[config.mk]
export PLATFORM = sky130hd
export DESIGN_NAME = double_hash_key_table
export DESIGN_NICKNAME = d
export VERILOG_FILES = /design/src/hdl/hdt_pkg.sv /design/src/hdl/double_hash_key_table.sv /design/src/hdl/hdt_ram.sv /design/src/hdl/hdt_rem_unit.sv
export SDC_FILE = /design/constraint.sdc
export NUM_CORES = 1
export LEC_CHECK = 0
export ABC_AREA = 1
export BUFFER_PORTS_ARGS = -buffer_cell sky130_fd_sc_hd__buf_2
export CORE_MARGIN = 1
export CORE_UTILIZATION = 31
export CTS_BUF_LIST = sky130_fd_sc_hd__clkbuf_2
export CTS_CLUSTER_SIZE = 10
export DETAILED_ROUTE_END_ITERATION = 10
export GPL_TIMING_DRIVEN = 0
export MAX_ROUTING_LAYER = met4
export PLACE_DENSITY_LB_ADDON = 0.12
export REMOVE_ABC_BUFFERS = 1
export SYNTH_ARGS = -nofsm -noshare
export SYNTH_HDL_FRONTEND = slang
export SYNTH_SLANG_ARGS = --single-unit
[constraint.sdc]
create_clock -name clk -period 13.9 [get_ports clk]
set_input_delay 2.085 -clock clk [delete_from_list [all_inputs] [get_ports clk]]
set_output_delay 2.085 -clock clk [all_outputs]
set_load 0.02 [all_outputs]
[src/hdl/hdt_pkg.sv]
`timescale 1ns / 1ps

package hdt_pkg;

  localparam int SLOTS = 16;

  localparam int KEY_W  = 16;
  localparam int CFG_W  = 5;
  localparam int SLOT_W = 4;

  localparam int IDX_W = $clog2(SLOTS);
  localparam int M_W   = $clog2(SLOTS + 1);
  localparam int PC_W  = $clog2(SLOTS + 2);
  localparam int EXT_W = (CFG_W > M_W) ? CFG_W : M_W;

  localparam int MIN_SIZE = 3;
  localparam logic [CFG_W-1:0] TABLE_SIZE_RESET = CFG_W'(15);

  localparam int REM_BITS_PER_CYCLE = 4;
  localparam int REM_CYCLES         = KEY_W / REM_BITS_PER_CYCLE;
  localparam int REM_CNT_W          = $clog2(REM_CYCLES + 1);

  localparam logic KIND_INSERT = 1'b0;
  localparam logic KIND_LOOKUP = 1'b1;

  typedef struct packed {
    logic             kind;
    logic [KEY_W-1:0] key;
  } req_item_t;

  typedef struct packed {
    logic              found;
    logic [SLOT_W-1:0] slot;
    logic              table_full;
  } rsp_item_t;

endpackage

[src/hdl/double_hash_key_table.sv]
`timescale 1ns / 1ps

// Double-hashing key table with open addressing. An item either inserts a key into the first
// empty slot on its probe path (home slot key mod M, then steps of 1 + key mod (M - 2) taken
// backward with wraparound, M being table_size held to 3..SLOTS) or looks a key up over the home
// slot and M further probes, and gives one result item: found, slot and table_full. One item is
// worked on at a time; req_stall stays high until its result is in the output register, and the
// next item may be accepted while that result waits. Both remainders come from one shared unit
// that takes four key bits a cycle and hashes after acceptance; an insert then checks one slot
// a cycle from the used bits, and a lookup reads one slot key a cycle from the key memory, whose
// read data is registered. A finished result waits in ST_PUT while the output register holds a
// stalled result. The used bits are cleared at reset with no clearing pass.
module double_hash_key_table (
  input  logic                       clk,
  input  logic                       rst,
  input  logic                       cfg_write,
  input  logic [hdt_pkg::CFG_W-1:0]  cfg_data,
  input  logic                       req_valid,
  output logic                       req_stall,
  input  hdt_pkg::req_item_t         req_item,
  output logic                       rsp_valid,
  input  logic                       rsp_stall,
  output hdt_pkg::rsp_item_t         rsp_item
);

  typedef enum logic [2:0] {
    ST_IDLE,
    ST_REM_HOME,
    ST_REM_STEP,
    ST_INS,
    ST_LOOK,
    ST_PUT
  } state_t;

  state_t                      state;
  logic [hdt_pkg::CFG_W-1:0]   table_size;
  logic [hdt_pkg::SLOTS-1:0]   slot_used;
  logic                        kind_q;
  logic [hdt_pkg::KEY_W-1:0]   key_q;
  logic [hdt_pkg::M_W-1:0]     m_q;
  logic [hdt_pkg::IDX_W-1:0]   idx;
  logic [hdt_pkg::IDX_W-1:0]   idx_next;
  logic [hdt_pkg::M_W-1:0]     step;
  logic [hdt_pkg::PC_W-1:0]    cnt;
  logic                        rd_pend;
  logic [hdt_pkg::IDX_W-1:0]   rd_idx;
  hdt_pkg::rsp_item_t          res;

  logic [hdt_pkg::M_W-1:0]     m_eff;
  logic [hdt_pkg::M_W-1:0]     idx_ext;
  logic                        accept;
  logic                        rem_start;
  logic [hdt_pkg::KEY_W-1:0]   rem_dividend;
  logic [hdt_pkg::M_W-1:0]     rem_divisor;
  logic                        rem_done;
  logic [hdt_pkg::M_W-1:0]     rem;
  logic                        ram_we;
  logic [hdt_pkg::KEY_W-1:0]   ram_rdata;
  logic                        issuing;
  logic                        hit;
  logic                        put_ok;

  function automatic logic [hdt_pkg::SLOT_W-1:0] to_slot(input logic [hdt_pkg::IDX_W-1:0] i);
    logic [hdt_pkg::SLOT_W+hdt_pkg::IDX_W-1:0] tmp;
    tmp = {{hdt_pkg::SLOT_W{1'b0}}, i};
    return tmp[hdt_pkg::SLOT_W-1:0];
  endfunction

  // effective size, held to 3..SLOTS
  always_comb begin
    logic [hdt_pkg::EXT_W-1:0] tsx;
    tsx = hdt_pkg::EXT_W'(table_size);
    if (tsx < hdt_pkg::EXT_W'(hdt_pkg::MIN_SIZE)) begin
      m_eff = hdt_pkg::M_W'(hdt_pkg::MIN_SIZE);
    end else if (tsx > hdt_pkg::EXT_W'(hdt_pkg::SLOTS)) begin
      m_eff = hdt_pkg::M_W'(hdt_pkg::SLOTS);
    end else begin
      m_eff = tsx[hdt_pkg::M_W-1:0];
    end
  end

  assign req_stall = (state != ST_IDLE);
  assign accept    = req_valid && (state == ST_IDLE);

  assign rem_start    = accept || ((state == ST_REM_HOME) && rem_done);
  assign rem_dividend = (state == ST_IDLE) ? req_item.key : key_q;
  assign rem_divisor  = (state == ST_IDLE) ? m_eff : (m_q - hdt_pkg::M_W'(2));

  // backward probe step with wraparound
  assign idx_ext = hdt_pkg::M_W'(idx);
  always_comb begin
    logic [hdt_pkg::M_W:0] wrap;
    wrap = {1'b0, idx_ext} + {1'b0, m_q} - {1'b0, step};
    if (idx_ext >= step) begin
      idx_next = hdt_pkg::IDX_W'(idx_ext - step);
    end else begin
      idx_next = hdt_pkg::IDX_W'(wrap);
    end
  end

  assign ram_we  = (state == ST_INS) && !slot_used[idx];
  assign issuing = (cnt != (hdt_pkg::PC_W'(m_q) + hdt_pkg::PC_W'(1)));
  assign hit     = rd_pend && slot_used[rd_idx] && (ram_rdata == key_q);
  assign put_ok  = !rsp_valid || !rsp_stall;

  hdt_rem_unit u_rem (
    .clk      (clk),
    .rst      (rst),
    .start    (rem_start),
    .dividend (rem_dividend),
    .divisor  (rem_divisor),
    .done     (rem_done),
    .rem      (rem)
  );

  hdt_ram #(
    .WIDTH (hdt_pkg::KEY_W),
    .DEPTH (hdt_pkg::SLOTS)
  ) u_keys (
    .clk   (clk),
    .we    (ram_we),
    .waddr (idx),
    .wdata (key_q),
    .raddr (idx),
    .rdata (ram_rdata)
  );

  always_ff @(posedge clk) begin
    if (rst) begin
      state      <= ST_IDLE;
      table_size <= hdt_pkg::TABLE_SIZE_RESET;
      slot_used  <= '0;
      rsp_valid  <= 1'b0;
      rd_pend    <= 1'b0;
    end else begin
      if (cfg_write) begin
        table_size <= cfg_data;
      end
      if (rsp_valid && !rsp_stall && (state != ST_PUT)) begin
        rsp_valid <= 1'b0;
      end
      case (state)
        ST_IDLE: begin
          if (req_valid) begin
            kind_q <= req_item.kind;
            key_q  <= req_item.key;
            m_q    <= m_eff;
            state  <= ST_REM_HOME;
          end
        end
        ST_REM_HOME: begin
          if (rem_done) begin
            idx   <= hdt_pkg::IDX_W'(rem);
            state <= ST_REM_STEP;
          end
        end
        ST_REM_STEP: begin
          if (rem_done) begin
            step    <= rem + hdt_pkg::M_W'(1);
            cnt     <= '0;
            rd_pend <= 1'b0;
            res     <= '0;
            state   <= (kind_q == hdt_pkg::KIND_INSERT) ? ST_INS : ST_LOOK;
          end
        end
        ST_INS: begin
          if (!slot_used[idx]) begin
            slot_used[idx] <= 1'b1;
            res.found      <= 1'b1;
            res.slot       <= to_slot(idx);
            state          <= ST_PUT;
          end else if (cnt == hdt_pkg::PC_W'(m_q)) begin
            res.table_full <= 1'b1;
            state          <= ST_PUT;
          end else begin
            idx <= idx_next;
            cnt <= cnt + hdt_pkg::PC_W'(1);
          end
        end
        ST_LOOK: begin
          rd_pend <= issuing;
          if (issuing) begin
            rd_idx <= idx;
            idx    <= idx_next;
            cnt    <= cnt + hdt_pkg::PC_W'(1);
          end
          if (hit) begin
            res.found <= 1'b1;
            res.slot  <= to_slot(rd_idx);
            state     <= ST_PUT;
          end else if (!issuing) begin
            state <= ST_PUT;
          end
        end
        ST_PUT: begin
          if (put_ok) begin
            rsp_item  <= res;
            rsp_valid <= 1'b1;
            state     <= ST_IDLE;
          end
        end
        default: begin
          state <= ST_IDLE;
        end
      endcase
    end
  end

`ifndef NO_ASSERTIONS
  a_rem_done_when_hashing: assert property (@(posedge clk) disable iff (rst)
    rem_done |-> (state == ST_REM_HOME || state == ST_REM_STEP))
    else $error("remainder finished outside hashing");

  a_write_empty_slot: assert property (@(posedge clk) disable iff (rst)
    ram_we |=> slot_used[$past(idx)])
    else $error("inserted slot not marked used");

  a_probe_in_range: assert property (@(posedge clk) disable iff (rst)
    (state == ST_INS || state == ST_LOOK) |-> (idx_ext < m_q))
    else $error("probe index beyond table size");

  a_result_loaded: assert property (@(posedge clk) disable iff (rst)
    (state == ST_PUT && put_ok) |=> (state == ST_IDLE && rsp_valid))
    else $error("result item not loaded");

  a_found_not_full: assert property (@(posedge clk) disable iff (rst)
    rsp_valid |-> !(rsp_item.found && rsp_item.table_full))
    else $error("result both found and full");
`endif

endmodule

[src/hdl/hdt_ram.sv]
`timescale 1ns / 1ps

module hdt_ram #(
  parameter int WIDTH = 16,
  parameter int DEPTH = 16
) (
  input  logic                     clk,
  input  logic                     we,
  input  logic [$clog2(DEPTH)-1:0] waddr,
  input  logic [WIDTH-1:0]         wdata,
  input  logic [$clog2(DEPTH)-1:0] raddr,
  output logic [WIDTH-1:0]         rdata
);

  logic [WIDTH-1:0] mem [DEPTH];

  always_ff @(posedge clk) begin
    if (we) begin
      mem[waddr] <= wdata;
    end
    rdata <= mem[raddr];
  end

endmodule

[src/hdl/hdt_rem_unit.sv]
`timescale 1ns / 1ps

module hdt_rem_unit (
  input  logic                     clk,
  input  logic                     rst,
  input  logic                     start,
  input  logic [hdt_pkg::KEY_W-1:0] dividend,
  input  logic [hdt_pkg::M_W-1:0]   divisor,
  output logic                     done,
  output logic [hdt_pkg::M_W-1:0]   rem
);

  logic [hdt_pkg::KEY_W-1:0]     shreg;
  logic [hdt_pkg::KEY_W-1:0]     shreg_next;
  logic [hdt_pkg::M_W-1:0]       rem_next;
  logic [hdt_pkg::M_W-1:0]       dvs;
  logic [hdt_pkg::REM_CNT_W-1:0] cnt;

  // restoring remainder, several dividend bits per cycle
  always_comb begin
    logic [hdt_pkg::M_W:0] t;
    rem_next   = rem;
    shreg_next = shreg;
    for (int k = 0; k < hdt_pkg::REM_BITS_PER_CYCLE; k++) begin
      t = {rem_next, shreg_next[hdt_pkg::KEY_W-1]};
      if (t >= {1'b0, dvs}) begin
        t = t - {1'b0, dvs};
      end
      rem_next   = t[hdt_pkg::M_W-1:0];
      shreg_next = {shreg_next[hdt_pkg::KEY_W-2:0], 1'b0};
    end
  end

  always_ff @(posedge clk) begin
    if (rst) begin
      cnt  <= '0;
      done <= 1'b0;
    end else if (start) begin
      cnt   <= hdt_pkg::REM_CNT_W'(hdt_pkg::REM_CYCLES);
      done  <= 1'b0;
      shreg <= dividend;
      dvs   <= divisor;
      rem   <= '0;
    end else if (cnt != '0) begin
      cnt   <= cnt - hdt_pkg::REM_CNT_W'(1);
      done  <= (cnt == hdt_pkg::REM_CNT_W'(1));
      shreg <= shreg_next;
      rem   <= rem_next;
    end else begin
      done <= 1'b0;
    end
  end

endmodule
==> summary.txt <==
Synth
  • Ys Warns: 0
  • Yosys top cell by area: edfxtp_1
  • Post-Syn Area per Cell: 12.2 um2
  • Post-synth top area share: 0.621
  • Seq cells post-synth: 380
  • Post-Syn Area: 0.0162 mm2
  • Post-Synthesis Cells: 1321
  • Post-synthesis sequential area ratio: 0.678
  • Largest cells by area after synthesis: edfxtp_1 62%, a22oi_1 6.3%, dfxtp_1 5.7%, nand2_1 4.2%, a21oi_1 3.4%
  • Synth unique cells: 38

Min path
  • Hold Crit Class: register to register
  • Hold path depth: 0
  • Hold path start: res[1]$_DFFE_PP_
  • Hold EP: rsp_item[1]$_DFFE_PP_

Routing
  • DRT Wirelength: 43400 um
  • Vias per Instance: 4.81
  • # DRC: 0
  • ANT nets after route: 0
  • DRT Pass-1 Iters: 5
  • Via count: 10500
  • Wire per inst: 19.9 um
  • First DRT Iteration DRCs: 597

Clock network
  • Root Buffer Master: clkbuf_2
  • Post-cts resize count: 0
  • CTS Hold Bufs: 0
  • Longest Clk Path Bufs: 3
  • CTS tree: done
  • Clock transition at path regs: 90 ps
  • CTS H-tree depth: 3
  • Clk sinks: 380
  • Post-CTS Setup Repair Bufs: 0
  • TritonCTS buffer count: 101
  • Clk_lat worst skew: 1130 ps

Status
  • Status: complete, no violations

Worst setup path
  • WP data required: 14690 ps
  • CP Launch Type: register
  • R2R Path Start: u_rem.dvs[1]$_DFFE_PP_
  • Setup CP Type: register to register
  • Critical Path Fanout Max: 7
  • Critical path arrival: 7180 ps
  • Crit path max-delay cell type: edfxtp_1
  • Most used cell, CP: nand2_1
  • Worst-case reg-to-reg path depth: 36
  • CP peak stage delay: 500 ps
  • Reg-to-reg endpoint: u_rem.rem[3]$_SDFFCE_PN0P_
  • Crit path capture type: register
  • R2r setup slk: 7510 ps

Die
  • Die ar.: 0.0530 mm2
  • Core area: 0.0514 mm2
  • DIE HEIGHT: 230 um
  • # rows: 83
  • Initial core utilization: 0.314
  • Die X: 230 um
  • IO Pins: 35

Timing
  • Max Slew Vio Count: 0
  • Peak Freq: 157 MHz
  • Hold slack: 432 ps
  • Minimum clock period: 6390 ps
  • Slew headroom: 0.215
  • Setup TNS: 0 ps
  • Final worst slack: 7510 ps
  • Worst setup skew after layout: 126 ps
  • RSZ-0062 raised after global routing: false
  • Final period util: 0.459
  • Setup violations, final: 0
  • Worst-Margin Slew: 1180 ps
  • Final hold violations: 0

GRT
  • Initial antenna violation count: 1
  • Largest net degree at the start of global routing: 56
  • Number of global-route vias before repair: 10600
  • GRT Util Overall: 0.172
  • First-pass GRT wire length: 64900 um
  • Total grt overflow: 0

Pwr
  • Pwr dens: 239 mW/mm2
  • Power consumption: 4.34 mW
  • Leak: 6.84 nW
  • Worst VDD drop: 0.000424 V

Placement
  • Detailed placer's ending HPWL: 26300 um
  • IO buf count: 34
  • RePlAce Congestion: 0.814
  • Setup Slack @ Placement: 7430 ps
  • Cells after DPL: 1994
  • Placed inst area: 0.0172 mm2

Final layout
  • Fill cells: 5191
  • Area Overhead vs Synth: 12.6%
  • Final Non-Filler Cells: 2183
  • Layout cells sized above 1: 0.159
  • Finished Cell Area: 0.0182 mm2
  • Nets: 1487
  • Final cell utilization of the core: 0.354

Run
  • Max-cap violations: 0
==> registers in the layout, summed over array words and instances (netlist names), 6 cells and up <==
register / count
key_q: 16
rsp_item: 6
u_keys.rdata: 16
slot_used: 16
u_keys.mem: 256
u_rem.shreg: 16
res: 6
==> cell families after synthesis <==
| kind of cell | Yosys count | synth area share |
|---|---|---|
| flip-flops | 380 | 0.678 |
| AND/OR/NAND/NOR | 346 | 0.0942 |
| AO/OA/AOI/OAI | 322 | 0.125 |
| buffers and inverters | 193 | 0.0461 |
| adder cells (fa/ha/maj) | 43 | 0.0370 |
| XOR/XNOR | 37 | 0.0201 |
==> cell usage after synthesis <==
| cell type | n |
|---|---|
| or2_2 | 3 |
| o2111ai_1 | 1 |
| o21a_1 | 6 |
| o211ai_1 | 7 |
| ha_1 | 35 |
| nor2_2 | 1 |
| nor4_1 | 1 |
| nand2_4 | 1 |
| o21ai_0 | 42 |
| nand2_2 | 2 |
| buf_1 | 4 |
| edfxtp_1 | 334 |
| o31ai_1 | 1 |
| nor3_1 | 6 |
| inv_1 | 143 |
| a22oi_1 | 136 |
| o22ai_1 | 5 |
| nand2_1 | 182 |
| nor3b_1 | 3 |
| clkbuf_1 | 30 |
| dfxtp_1 | 46 |
| a21o_1 | 1 |
| clkbuf_2 | 1 |
| fa_1 | 8 |
| xor2_1 | 20 |
| nand4_1 | 4 |
| a31oi_1 | 13 |
| xnor2_1 | 17 |
| nor2_1 | 78 |
| nand3b_1 | 3 |
| nand3_2 | 1 |
| a211oi_1 | 1 |
| nor3_2 | 2 |
| a21oi_1 | 109 |
| nand3_1 | 41 |
| or4_1 | 16 |
| buf_2 | 15 |
| nand3_4 | 2 |
==> worst max-delay path, delay by kind of cell, from the launching register on <==
| family | cells | cell delay [ps] |
|---|---|---|
| and+or+nand+nor | 19 | 2140 |
| DFF | 1 | 500 |
| adders and majority gates | 4 | 1460 |
| buffers and inverters | 7 | 630 |
| AOI/OAI and AO/OA | 6 | 1450 |
==> layout make-up <==
cell class                      count  area (um2)  share of cell area
Inverter                          143         539              0.0296
Timing Repair Buffer               43         375              0.0206
Tap cell                          680         851              0.0468
Clock buffer                      167         836              0.0459
Antenna cell                        2        5.00            0.000275
Sequential cell                   380       11000               0.602
Clock inverter                     20         139             0.00763
Multi-Input combinational cell    748        4500               0.247
==> how the worst max path moves through the flow <==
stage,from,end,slack (ps),depth (start not counted)
finish,u_rem.dvs[1]$_DFFE_PP_,u_rem.rem[3]$_SDFFCE_PN0P_,7510,36
global route,u_rem.dvs[1]$_DFFE_PP_,u_rem.rem[4]$_SDFFCE_PN0P_,6760,35
CTS,u_rem.dvs[1]$_DFFE_PP_,u_rem.rem[3]$_SDFFCE_PN0P_,7460,36
detailed placement,u_rem.dvs[1]$_DFFE_PP_,u_rem.rem[3]$_SDFFCE_PN0P_,7430,36
global placement,idx[1]$_DFFE_PP_,u_keys.mem[1][0]$_DFFE_PP_,6110,10
floorplan,u_rem.dvs[1]$_DFFE_PP_,u_rem.rem[2]$_SDFFCE_PN0P_,8550,35
==> placed cells by master (no fill, tap or decap), types with 4 or more instances in the layout <==
master	count
o211ai_1	7
buf_12	4
clkinv_1	9
clkbuf_2	167
dfxtp_1	46
nand3_1	41
a31oi_1	12
fa_1	8
xnor2_1	17
a22oi_1	136
xor2_1	20
clkinv_2	4
o21a_1	6
ha_1	35
nor2_1	74
or4_1	16
o22ai_1	5
nor3_1	6
nand4_1	4
a21oi_1	109
edfxtp_1	334
inv_1	142
nand2_1	182
buf_2	34
o21ai_0	42
buf_16	4
==> routing by layer <==
metal,wire [um],share of wire,GRT usage,vias to the layer above
met5,0,0,-,-
met4,777,0.018,0.0594,0
met3,1960,0.045,0.0316,65
met2,20800,0.48,0.275,240
met1,19900,0.46,0.217,5140
li1,-,-,-,5063
==> power by group <==
| group | internal (mW) | leakage (nW) | total [mW] | switching, mW |
|---|---|---|---|---|
| clock | 0.338 | 0.760 | 0.812 | 0.473 |
| combinational | 0.714 | 2.68 | 2.01 | 1.30 |
| sequential | 1.43 | 3.40 | 1.52 | 0.0906 |
Note: power is estimated with default switching activity, not from simulation.
